<file path="config.mk">
export PLATFORM = sky130hd
export DESIGN_NAME = egc_rot_cell
export DESIGN_NICKNAME = d
export VERILOG_FILES = /design/src/egc_pkg.sv /design/src/egc_rot_cell.sv
export SDC_FILE = /design/constraint.sdc
export NUM_CORES = 2
export LEC_CHECK = 0
export BUFFER_PORTS_ARGS = -buffer_cell sky130_fd_sc_hd__buf_2
export CORE_MARGIN = 2
export CORE_UTILIZATION = 60
export CTS_CLUSTER_DIAMETER = 120
export DETAILED_ROUTE_END_ITERATION = 16
export HOLD_SLACK_MARGIN = 0.12
export PLACE_DENSITY = 0.74
export SLEW_MARGIN = 25
export SYNTH_ARGS = -nofsm -noshare
export SYNTH_HDL_FRONTEND = slang
export SYNTH_SLANG_ARGS = --single-unit
export TNS_END_PERCENT = 100
</file>
<file path="constraint.sdc">
create_clock -name clk -period 13.45 [get_ports clk]
set_input_delay 2.69 -clock clk [delete_from_list [all_inputs] [get_ports clk]]
set_output_delay 2.69 -clock clk [all_outputs]
set_load 0.01 [all_outputs]
</file>
<file path="src/egc_pkg.sv">
// Shared types, constants and the arctangent table for the gravity compensation block.
// No dependencies; every other file imports this package.
package egc_pkg;

  localparam int SAMPLE_W     = 16;
  localparam int ANGLE_W      = 16;
  localparam int GRAV_W       = 11;
  localparam int CORDIC_STEPS = 18;
  localparam int TRIG_W       = 16;
  localparam int ROT_W        = SAMPLE_W + 4;
  localparam int PROD_W       = TRIG_W + ROT_W;

  localparam logic [GRAV_W-1:0]    GRAV_RESET = 11'd1255;
  localparam logic signed [31:0]   CORDIC_K   = 32'sd652032874;

  typedef logic signed [31:0] cw_t;

  typedef struct packed {
    logic signed [SAMPLE_W-1:0] accel_x;
    logic signed [SAMPLE_W-1:0] accel_y;
    logic signed [SAMPLE_W-1:0] accel_z;
    logic signed [ANGLE_W-1:0]  roll_angle;
    logic signed [ANGLE_W-1:0]  pitch_angle;
    logic signed [ANGLE_W-1:0]  yaw_angle;
  } in_t;

  typedef struct packed {
    logic signed [SAMPLE_W-1:0] linear_x;
    logic signed [SAMPLE_W-1:0] linear_y;
    logic signed [SAMPLE_W-1:0] linear_z;
    logic                       clipped;
  } out_t;

  // State handed along the CORDIC row: sample plus one rotator per angle
  typedef struct packed {
    logic signed [SAMPLE_W-1:0] ax;
    logic signed [SAMPLE_W-1:0] ay;
    logic signed [SAMPLE_W-1:0] az;
    logic [2:0]                 neg;
    cw_t [2:0]                  cx;
    cw_t [2:0]                  cy;
    cw_t [2:0]                  cz;
  } cord_t;

  // Sample with sine and cosine of roll, pitch and yaw in Q1.14
  typedef struct packed {
    logic signed [SAMPLE_W-1:0] ax;
    logic signed [SAMPLE_W-1:0] ay;
    logic signed [SAMPLE_W-1:0] az;
    logic [2:0][TRIG_W-1:0]     c;
    logic [2:0][TRIG_W-1:0]     s;
  } post_t;

  // Arctangent of 2^-step, 2^32 per turn
  function automatic logic [31:0] atan_turn(input int step);
    logic [31:0] r;
    unique case (step)
      0:       r = 32'h20000000;
      1:       r = 32'h12E4051E;
      2:       r = 32'h09FB385B;
      3:       r = 32'h051111D4;
      4:       r = 32'h028B0D43;
      5:       r = 32'h0145D7E1;
      6:       r = 32'h00A2F61E;
      7:       r = 32'h00517C55;
      8:       r = 32'h0028BE53;
      9:       r = 32'h00145F2F;
      10:      r = 32'h000A2F98;
      11:      r = 32'h000517CC;
      12:      r = 32'h00028BE6;
      13:      r = 32'h000145F3;
      14:      r = 32'h0000A2FA;
      15:      r = 32'h0000517D;
      16:      r = 32'h000028BE;
      17:      r = 32'h0000145F;
      default: r = 32'h0;
    endcase
    return r;
  endfunction

endpackage

</file>
<file path="src/egc_rot_cell.sv">
// Plane rotation of a component pair by Q1.14 sine and cosine, two register stages.
// Depends on egc_pkg.
module egc_rot_cell import egc_pkg::*; (
  input  logic                    clk,
  input  logic                    en,
  input  logic signed [TRIG_W-1:0] c,
  input  logic signed [TRIG_W-1:0] s,
  input  logic signed [ROT_W-1:0] p,
  input  logic signed [ROT_W-1:0] qv,
  output logic signed [ROT_W-1:0] a,
  output logic signed [ROT_W-1:0] b
);

  localparam int SUM_W = PROD_W + 1;
  localparam logic signed [SUM_W-1:0] ROUND_HALF = SUM_W'(8192);

  logic signed [PROD_W-1:0] m0_r, m1_r, m2_r, m3_r;
  logic signed [PROD_W-1:0] m0_nxt, m1_nxt, m2_nxt, m3_nxt;
  logic signed [SUM_W-1:0]  sa, sb;
  logic signed [ROT_W-1:0]  a_nxt, b_nxt;

  // form the four products
  assign m0_nxt = c * p;
  assign m1_nxt = s * qv;
  assign m2_nxt = s * p;
  assign m3_nxt = c * qv;

  // combine and round half up back to Q9.7
  assign sa    = SUM_W'(m0_r) - SUM_W'(m1_r) + ROUND_HALF;
  assign sb    = SUM_W'(m2_r) + SUM_W'(m3_r) + ROUND_HALF;
  assign a_nxt = ROT_W'(sa >>> 14);
  assign b_nxt = ROT_W'(sb >>> 14);

  always_ff @(posedge clk) begin
    if (en) begin
      m0_r <= m0_nxt;
      m1_r <= m1_nxt;
      m2_r <= m2_nxt;
      m3_r <= m3_nxt;
      a    <= a_nxt;
      b    <= b_nxt;
    end
  end

endmodule

</file>
==> results.ini <==
[status]
outcome = finished, final reports clean

[final_layout]
layout_common_cells = inv_1, fa_1, nand2_1
nFillCells = 7415
final_core_util = 0.628
nets = 7365
area_growth_pct = 3.39
layout-drive-gt1-share = 0.0347
mostFrequentLayoutCell = inv_1

[timing]
hold_viol = 0
worst_pin_slew_ps = 1050
finalCritPeriodShare = 0.700
maxSlewViolCount = 0
rsz0062_at_grt = no
slew_headroom = 0.301
worst_clock_skew_ps = 24.4
setup_viol = 0
fmax_mhz = 106
tns_ps = 0
period_needed_ps = 9410

[synth]
synth_cell_types = 67
synth_top_area_cell = fa_1
syn_inst = 5695
ys_warn_count = 0
syn_area_mm2 = 0.0539
synthArstFlopShare = 0
synthFlopType = edfxtp_1
synth-edff-count = 176
syn_area_per_cell_um2 = 9.47
yosysSeqAreaShare = 0.0980
synth_seq_cells = 176
synth_area_leaders = fa_1, ha_1, inv_1, edfxtp_1, and2_1
synth_top_area_frac = 0.451
syn_nets = 7459

[clock_network]
clk_latency_ps = 530
cts_buffers = 17
post_cts_buffers = 0
post_cts_resized = 0
cts_hold_buffers = 0
cts_tree = yes
clkSinkCount = 176
clockBufferDepth = 2
htree_num_levels = 4
cts-root-buf = clkbuf_16
clk_pin_slew_worst_paths_ps = 90

[routing]
ant_nets = 0
wl_um = 120000
post_drt_wl_per_cell_um = 17.7
viasPerCell = 5.46
vias = 37028
drcViolationCount = 0
first_pass_iters = 5
dr.first_iter.drc_count = 2285

[floorplan]
die_area_mm2 = 0.0923
fp.dieW_um = 304
row_count = 109
die_h_um = 304
coreArea_mm2 = 0.0888
start_util = 0.608
io-pin-count = 114

[setup_path]
endpoint_kind = register
path_cells = buf_2 > clkinv_1 > buf_4 > nor2_1 > fa_1 > fa_1 > fa_1 > fa_1 > fa_1 > inv_1 > fa_1 > inv_1 > ha_1 > a211o_1 > a211oi_1 > o31ai_1 > a221oi_1 > o211ai_1 > a31oi_1 > o21ai_0 > xor2_1
cp.required_ps = 13730
cp-start-kind = input port
cp_max_fo = 16
cp_data_arrival_time_ps = 9690
slowest_delay_ps = 660
crit_type = in2reg
crit_slowest_cell = a221oi_1
timing.critical_path.mode_cell = fa_1

[global_routing]
grt-ovfl-total = 0
grt_max_degree = 65
grt_pass1_vias = 40234
grt_pass1_wl_um = 204000
grt_util_all_layers = 0.279
antenna_found_initial = 9

[place]
place_congestion = 0.863
hpwl_um = 91300
port_buffers = 113

[worst_hold_path]
hold_path_class = reg2reg

[job]
drv_cap = 0

[synth_stat cells, types with 8 or more instances]
library cell  instances
nor3_1               31
o31ai_1               9
xor2_1               51
inv_1              1446
nor2_1              131
a211oi_1             14
o21bai_1             18
o21ai_0              54
or2_2                 9
nand3_1              22
a21o_1               66
xnor2_1             158
ha_1                474
edfxtp_1            176
fa_1               1216
nor2b_1              15
clkbuf_1            246
o21a_1               23
and3_1               12
nand4_1              11
a21oi_1             107
a31oi_1              15
nand2b_1             45
o31a_1                8
and2_1              587
nand2_1             658
[worst paths after layout]
path	startpoint	slack, ps	cells past startpoint	end
setup / recovery	s[15]	4040	21	m1_r[32]
hold / removal	m1_r[33]	740	2	a[19]
setup reg to reg	m2_r[9]	9620	11	b[15]
hold reg to reg	m1_r[33]	740	2	a[19]
[cell families (layout without fill, tap and decap cells)]
family | Yosys count | count (layout) | synth area share
compound gates | 380 | 380 | 0.0472
xor+xnor | 209 | 209 | 0.0339
fa+ha+maj | 1690 | 1690 | 0.561
buf+inv | 1697 | 1616 | 0.118
flops | 176 | 176 | 0.0980
mux | 1 | 1 | 0.000186
other cells | 0 | 5 | 0
simple gates | 1542 | 1542 | 0.141
[sequential cells by signal, indices dropped and copies added, names as in the netlist]
register / flops
a: 20
m1_r: 34
m3_r: 34
m2_r: 34
m0_r: 34
b: 20
[stage by stage]
| stage | hold slack (ps) | std cells | area, µm² | worst slack (ps) |
|---|---|---|---|---|
| 3_3_place_gp | 681 | 6747 | 55200 | 3830 |
| 3_5_place_dp | 678 | 6747 | 55200 | 3600 |
| 4_1_cts | 730 | 6779 | 55800 | 4170 |
| 2_1_floorplan | 615 | 5695 | 53900 | 4920 |
| 5_1_grt | 739 | 6784 | 55800 | 3670 |
| 6_report | 735 | 6784 | 55800 | 4040 |
[area by class of cell]
class	instances	area, µm²	share of cell area
clock inverter	14	113	0.00202
antenna	5	12.5	0.000224
inverter	1448	5440	0.0975
timing repair buffer	136	747	0.0134
tap	1165	1460	0.0261
sequential	176	5290	0.0948
clock buffer	18	429	0.00769
multi-input combinational	3822	42300	0.758
[critical path: cells and delay by family]
| family | cells | cell delay [ps] |
|---|---|---|
| compound gates | 7 | 2030 |
| xor+xnor | 1 | 150 |
| buf+inv | 5 | 1500 |
| fa+ha+maj | 7 | 3140 |
| simple gates | 1 | 150 |
[metal layers]
layer,GRT usage,wire (µm)
met1,0.373,48600
met3,0.0334,7080
met5,0,18
met4,0.0989,4570
met2,0.473,59600
Power is left out: the tool's default activity adds up to more than one toggle a clock period on the data nets, which glitch-free logic cannot reach.
