## config.mk

```make
export PLATFORM = sky130hd
export DESIGN_NAME = egc_cordic_cell
export DESIGN_NICKNAME = d
export VERILOG_FILES = /design/src/egc_pkg.sv /design/src/egc_cordic_cell.sv
export SDC_FILE = /design/constraint.sdc
export NUM_CORES = 1
export LEC_CHECK = 0
export BUFFER_PORTS_ARGS = -buffer_cell sky130_fd_sc_hd__buf_4
export CORE_AREA = 2 2 263 265
export DETAILED_ROUTE_END_ITERATION = 10
export DIE_AREA = 0 0 265 267
export PLACE_DENSITY = 0.65
export SETUP_SLACK_MARGIN = 0.05
export SYNTH_ARGS = -nofsm -noshare
export SYNTH_HDL_FRONTEND = slang
export SYNTH_SLANG_ARGS = --single-unit
```

## constraint.sdc

```tcl
create_clock -name clk -period 6.5 [get_ports clk]
set_input_delay 0.975 -clock clk [delete_from_list [all_inputs] [get_ports clk]]
set_output_delay 0.975 -clock clk [all_outputs]
set_load 0.005 [all_outputs]
```

## src/egc_pkg.sv

```systemverilog
// Shared types, constants and the arctangent table for the gravity compensation block.
// No dependencies; every other file imports this package.
package egc_pkg;

  localparam int SAMPLE_W     = 16;
  localparam int ANGLE_W      = 16;
  localparam int GRAV_W       = 11;
  localparam int CORDIC_STEPS = 18;
  localparam int TRIG_W       = 16;
  localparam int ROT_W        = SAMPLE_W + 4;
  localparam int PROD_W       = TRIG_W + ROT_W;

  localparam logic [GRAV_W-1:0]    GRAV_RESET = 11'd1255;
  localparam logic signed [31:0]   CORDIC_K   = 32'sd652032874;

  typedef logic signed [31:0] cw_t;

  typedef struct packed {
    logic signed [SAMPLE_W-1:0] accel_x;
    logic signed [SAMPLE_W-1:0] accel_y;
    logic signed [SAMPLE_W-1:0] accel_z;
    logic signed [ANGLE_W-1:0]  roll_angle;
    logic signed [ANGLE_W-1:0]  pitch_angle;
    logic signed [ANGLE_W-1:0]  yaw_angle;
  } in_t;

  typedef struct packed {
    logic signed [SAMPLE_W-1:0] linear_x;
    logic signed [SAMPLE_W-1:0] linear_y;
    logic signed [SAMPLE_W-1:0] linear_z;
    logic                       clipped;
  } out_t;

  // State handed along the CORDIC row: sample plus one rotator per angle
  typedef struct packed {
    logic signed [SAMPLE_W-1:0] ax;
    logic signed [SAMPLE_W-1:0] ay;
    logic signed [SAMPLE_W-1:0] az;
    logic [2:0]                 neg;
    cw_t [2:0]                  cx;
    cw_t [2:0]                  cy;
    cw_t [2:0]                  cz;
  } cord_t;

  // Sample with sine and cosine of roll, pitch and yaw in Q1.14
  typedef struct packed {
    logic signed [SAMPLE_W-1:0] ax;
    logic signed [SAMPLE_W-1:0] ay;
    logic signed [SAMPLE_W-1:0] az;
    logic [2:0][TRIG_W-1:0]     c;
    logic [2:0][TRIG_W-1:0]     s;
  } post_t;

  // Arctangent of 2^-step, 2^32 per turn
  function automatic logic [31:0] atan_turn(input int step);
    logic [31:0] r;
    unique case (step)
      0:       r = 32'h20000000;
      1:       r = 32'h12E4051E;
      2:       r = 32'h09FB385B;
      3:       r = 32'h051111D4;
      4:       r = 32'h028B0D43;
      5:       r = 32'h0145D7E1;
      6:       r = 32'h00A2F61E;
      7:       r = 32'h00517C55;
      8:       r = 32'h0028BE53;
      9:       r = 32'h00145F2F;
      10:      r = 32'h000A2F98;
      11:      r = 32'h000517CC;
      12:      r = 32'h00028BE6;
      13:      r = 32'h000145F3;
      14:      r = 32'h0000A2FA;
      15:      r = 32'h0000517D;
      16:      r = 32'h000028BE;
      17:      r = 32'h0000145F;
      default: r = 32'h0;
    endcase
    return r;
  endfunction

endpackage

```

## src/egc_cordic_cell.sv

```systemverilog
// One CORDIC micro-rotation for all three angles, registered.
// Depends on egc_pkg.
module egc_cordic_cell import egc_pkg::*; #(
  parameter int STEP = 0
) (
  input  logic  clk,
  input  logic  en,
  input  cord_t d,
  output cord_t q
);

  cord_t q_nxt;

  // rotate towards zero residual angle
  always_comb begin
    logic signed [31:0] xi, yi, zi, dx, dy, at;
    q_nxt = d;
    at    = $signed(atan_turn(STEP));
    for (int j = 0; j < 3; j++) begin
      xi = d.cx[j];
      yi = d.cy[j];
      zi = d.cz[j];
      dx = yi >>> STEP;
      dy = xi >>> STEP;
      if (!zi[31]) begin
        q_nxt.cx[j] = xi - dx;
        q_nxt.cy[j] = yi + dy;
        q_nxt.cz[j] = zi - at;
      end else begin
        q_nxt.cx[j] = xi + dx;
        q_nxt.cy[j] = yi - dy;
        q_nxt.cz[j] = zi + at;
      end
    end
  end

  // advance with the row
  always_ff @(posedge clk) begin
    if (en) begin
      q <= q_nxt;
    end
  end

endmodule

```

==> results.md <==
- First-pass GRT wire length: 135,000 um
- Avg Cell Area, Syn: 9.39 um^2
- Post-route setup TNS: 0 ns
- Cell Area, Placed: 0.0317 mm^2
- Slew HR: 33.5%
- Max reg flops: ~340
- Drt initial violations: about 2,300
- CTS buffer count: 42
- Status: finished clean
- Synth Cell Area: ~0.026 mm^2
- Share of cells above drive strength 1: between 20% and 30%
- Nets@finish: 4,013
- CTS Hold Buffers Added: 0
- Total power: 0.00770 W
- Largest delay contributor family on the critical path: compound AO/OA/AOI/OAI gates
- Initial Util: 38.3%
- FFs w/ async S/R, synth: 0%
- Synth cell types: 93
- Clock transition at path regs: 0.07 ns
- Die width: 265 um
- Resized cells post-CTS: 0
- Crit path capture type: flop
- Avg Vias per Cell: 5.40
- Sequential cell area: 0.0101 mm^2
- CP max-delay cell: a221oi_1
- Tightest Hold Check Type: in -> reg
- GR Overflow Total: 0
- Biggest regs: q: 336 flops
- DPL Wire Length: 72,600 um
- Final hold vios: 0
- Placed Cells: 4,216
- Final setup viols: 0
- CTS Buffer Depth: 3
- PwrDens: 232 mW/mm^2
- DRC viols: 0
- I/O pins: 680
- Final Routed Wirelength: 92,100 um
- Critical Path AT: 4.31 ns
- Part of the cycle the worst path needs: 61.7%
- Fin. max-slew vios: 0
- Remaining antenna violation count after routing: 0
- Commonest cells after routing, fill and taps aside: buf_4, edfxtp_1, a21oi_1
- Row cnt: 96
- Hold path depth: 1
- Final Cell Area: 0.0331 mm^2
- Drt first pass iters: 6
- Layout overhead on the synthesized area: 27.3%
- I/O Buffers: 679
- Crit Path Class: in -> reg
- Worst-Margin Slew: ~1 ns
- Post-synthesis sequential area ratio: 38.8%
- Synthesis Warnings: 0
- Die H: 267 um
- Top fanout value on the critical path: 14
- HP Start: d[336]
- WP buf/inv: 2
- Gpl congestion: 0.929
- CTS tree: built
- Critical path's largest stage delay: 0.63 ns
- Worst Hold Path EP: q[336]
- Setup Buffers After CTS: 0
- Number of global-route vias before repair: 22,100
- Tot GR Track Use: about a quarter
- Ys flop type: edfxtp_1
- Leak: 14.6 nW
- # H-tree levels: 2
- IR drop worst, VDD: 201 uV
- DR WL/cell: 21.4 um
- RSZ-0062 raised after global routing: false
- Required time of the critical path: ~7 ns
- Initial antenna violation count: 13
- Startpoint Class: input pin
- Hold slack: 0.568 ns
- Core area: 0.0680 mm^2
- Commonest non-fill, non-tap cell in the layout: buf_4
- Min Tclk post-route: 4.01 ns
- Max Cap Viol: 0
- Final Non-Filler Cells: 4,304
- Critical path cell sequence: buf_4 > inv_1 > ha_1 > a21o_1 > a21oi_1 > o221ai_1 > a21o_1 > a41o_1 > a221oi_1 > o21ai_0 > a311oi_1 > a21oi_1 > xnor2_1
- FMAX: 0.249 GHz
- Number of fill cells: 6,499
- Largest net degree at the start of global routing: 118
- Multi-input gate area: 0.0142 mm^2
- Top reg by flops: q
- EDFF count, synth: ~340
- Cell count after synthesis: 2,772
- Clk sinks: 336
- Synth Register Bits: 336
- Die Footprint: 0.0708 mm^2
- CTS root buf: clkbuf_16
- Vias: 23,300
- Post-Syn Nets: 3,407
==> cells in the mapped netlist, drive strengths merged, types with 7 or more instances <==
master	number	share of area, %
a21oi	337	6.5
edfxtp	336	39
inv	296	4.3
ha	282	14
nor2	245	3.5
o21ai	189	3.6
xnor2	167	5.6
nand2	122	1.8
clkbuf	65	0.94
o21bai	61	1.8
a21o	59	1.7
buf	59	1.4
nor3	50	0.96
mux2i	32	1.2
nand2b	27	0.65
nand3	27	0.52
a211oi	26	0.82
a31oi	26	0.68
nor2b	26	0.63
o31ai	26	0.82
o211ai	20	0.60
o21a	20	0.58
nand4	19	0.46
nor4	17	0.41
or3	16	0.39
xor2	16	0.54
a2111oi	13	0.53
a221oi	12	0.40
and3	12	0.29
fa	12	0.92
a211o	11	0.38
and2	11	0.27
clkinv	9	0.13
a21boi	8	0.25
o2111ai	8	0.27
or2	8	0.19
a311o	7	0.27
nand3b	7	0.20
o22ai	7	0.17
o41ai	7	0.24
==> cell type report <==
type                            instances  area share (%)
Clock inverter                         28            1.01
Timing Repair Buffer                  686            15.6
Inverter                              305            3.46
Clock buffer                           48            3.24
Sequential cell                       336            30.5
Antenna cell                           12          0.0906
Tap cell                              882            3.33
Multi-Input combinational cell       2007            42.8
==> where the power goes <==
part / internal [W] / leakage, nW / total, W / switching [W]
combinational: 0.00105 / 10.7 / 0.00238 / 0.00133
sequential: 0.00276 / 3.29 / 0.00287 / 0.000105
clock: 0.00147 / 0.682 / 0.00244 / 0.000978
total: 0.00528 / 14.6 / 0.00770 / 0.00242
==> metrics by stage <==
stage               worst slack, ns  util (%)
detailed placement             2.06      46.6
floorplan                      2.90         -
global route                   2.41      48.7
finish                         2.49      48.7
global placement               2.11      46.6
CTS                            2.68      48.7
==> cells by family after synthesis <==
| family | count (synthesis) | synth area share (%) |
|---|---|---|
| AND/OR/NAND/NOR | 603 | 10.8 |
| XOR/XNOR | 183 | 6.16 |
| buffers and inverters | 429 | 6.78 |
| flip-flops | 336 | 38.8 |
| multiplexers | 34 | 1.32 |
| adder cells (fa/ha/maj) | 294 | 14.5 |
| AO/OA/AOI/OAI | 893 | 21.7 |
==> how the worst max path moves through the flow <==
stage / from / endpoint / slack, ns / cells past startpoint
2_1_floorplan: d[162] / q[285] / 2.90 / 13
3_3_place_gp: d[135] / q[157] / 2.11 / 13
3_5_place_dp: d[135] / q[157] / 2.06 / 13
4_1_cts: d[135] / q[157] / 2.68 / 13
5_1_grt: d[164] / q[284] / 2.41 / 13
6_report: d[135] / q[157] / 2.49 / 13
==> routing by layer <==
| metal | share of wire, % | vias to the layer above | global-route usage (%) |
|---|---|---|---|
| met5 | 0.017 | - | 0 |
| met4 | 3.4 | 2 | 9.18 |
| met3 | 8.1 | 136 | 5.46 |
| met2 | 47 | 978 | 40.6 |
| met1 | 41 | 11000 | 31.6 |
| li1 | - | 11100 | - |
No activity file was read; power rests on OpenSTA's default activity.
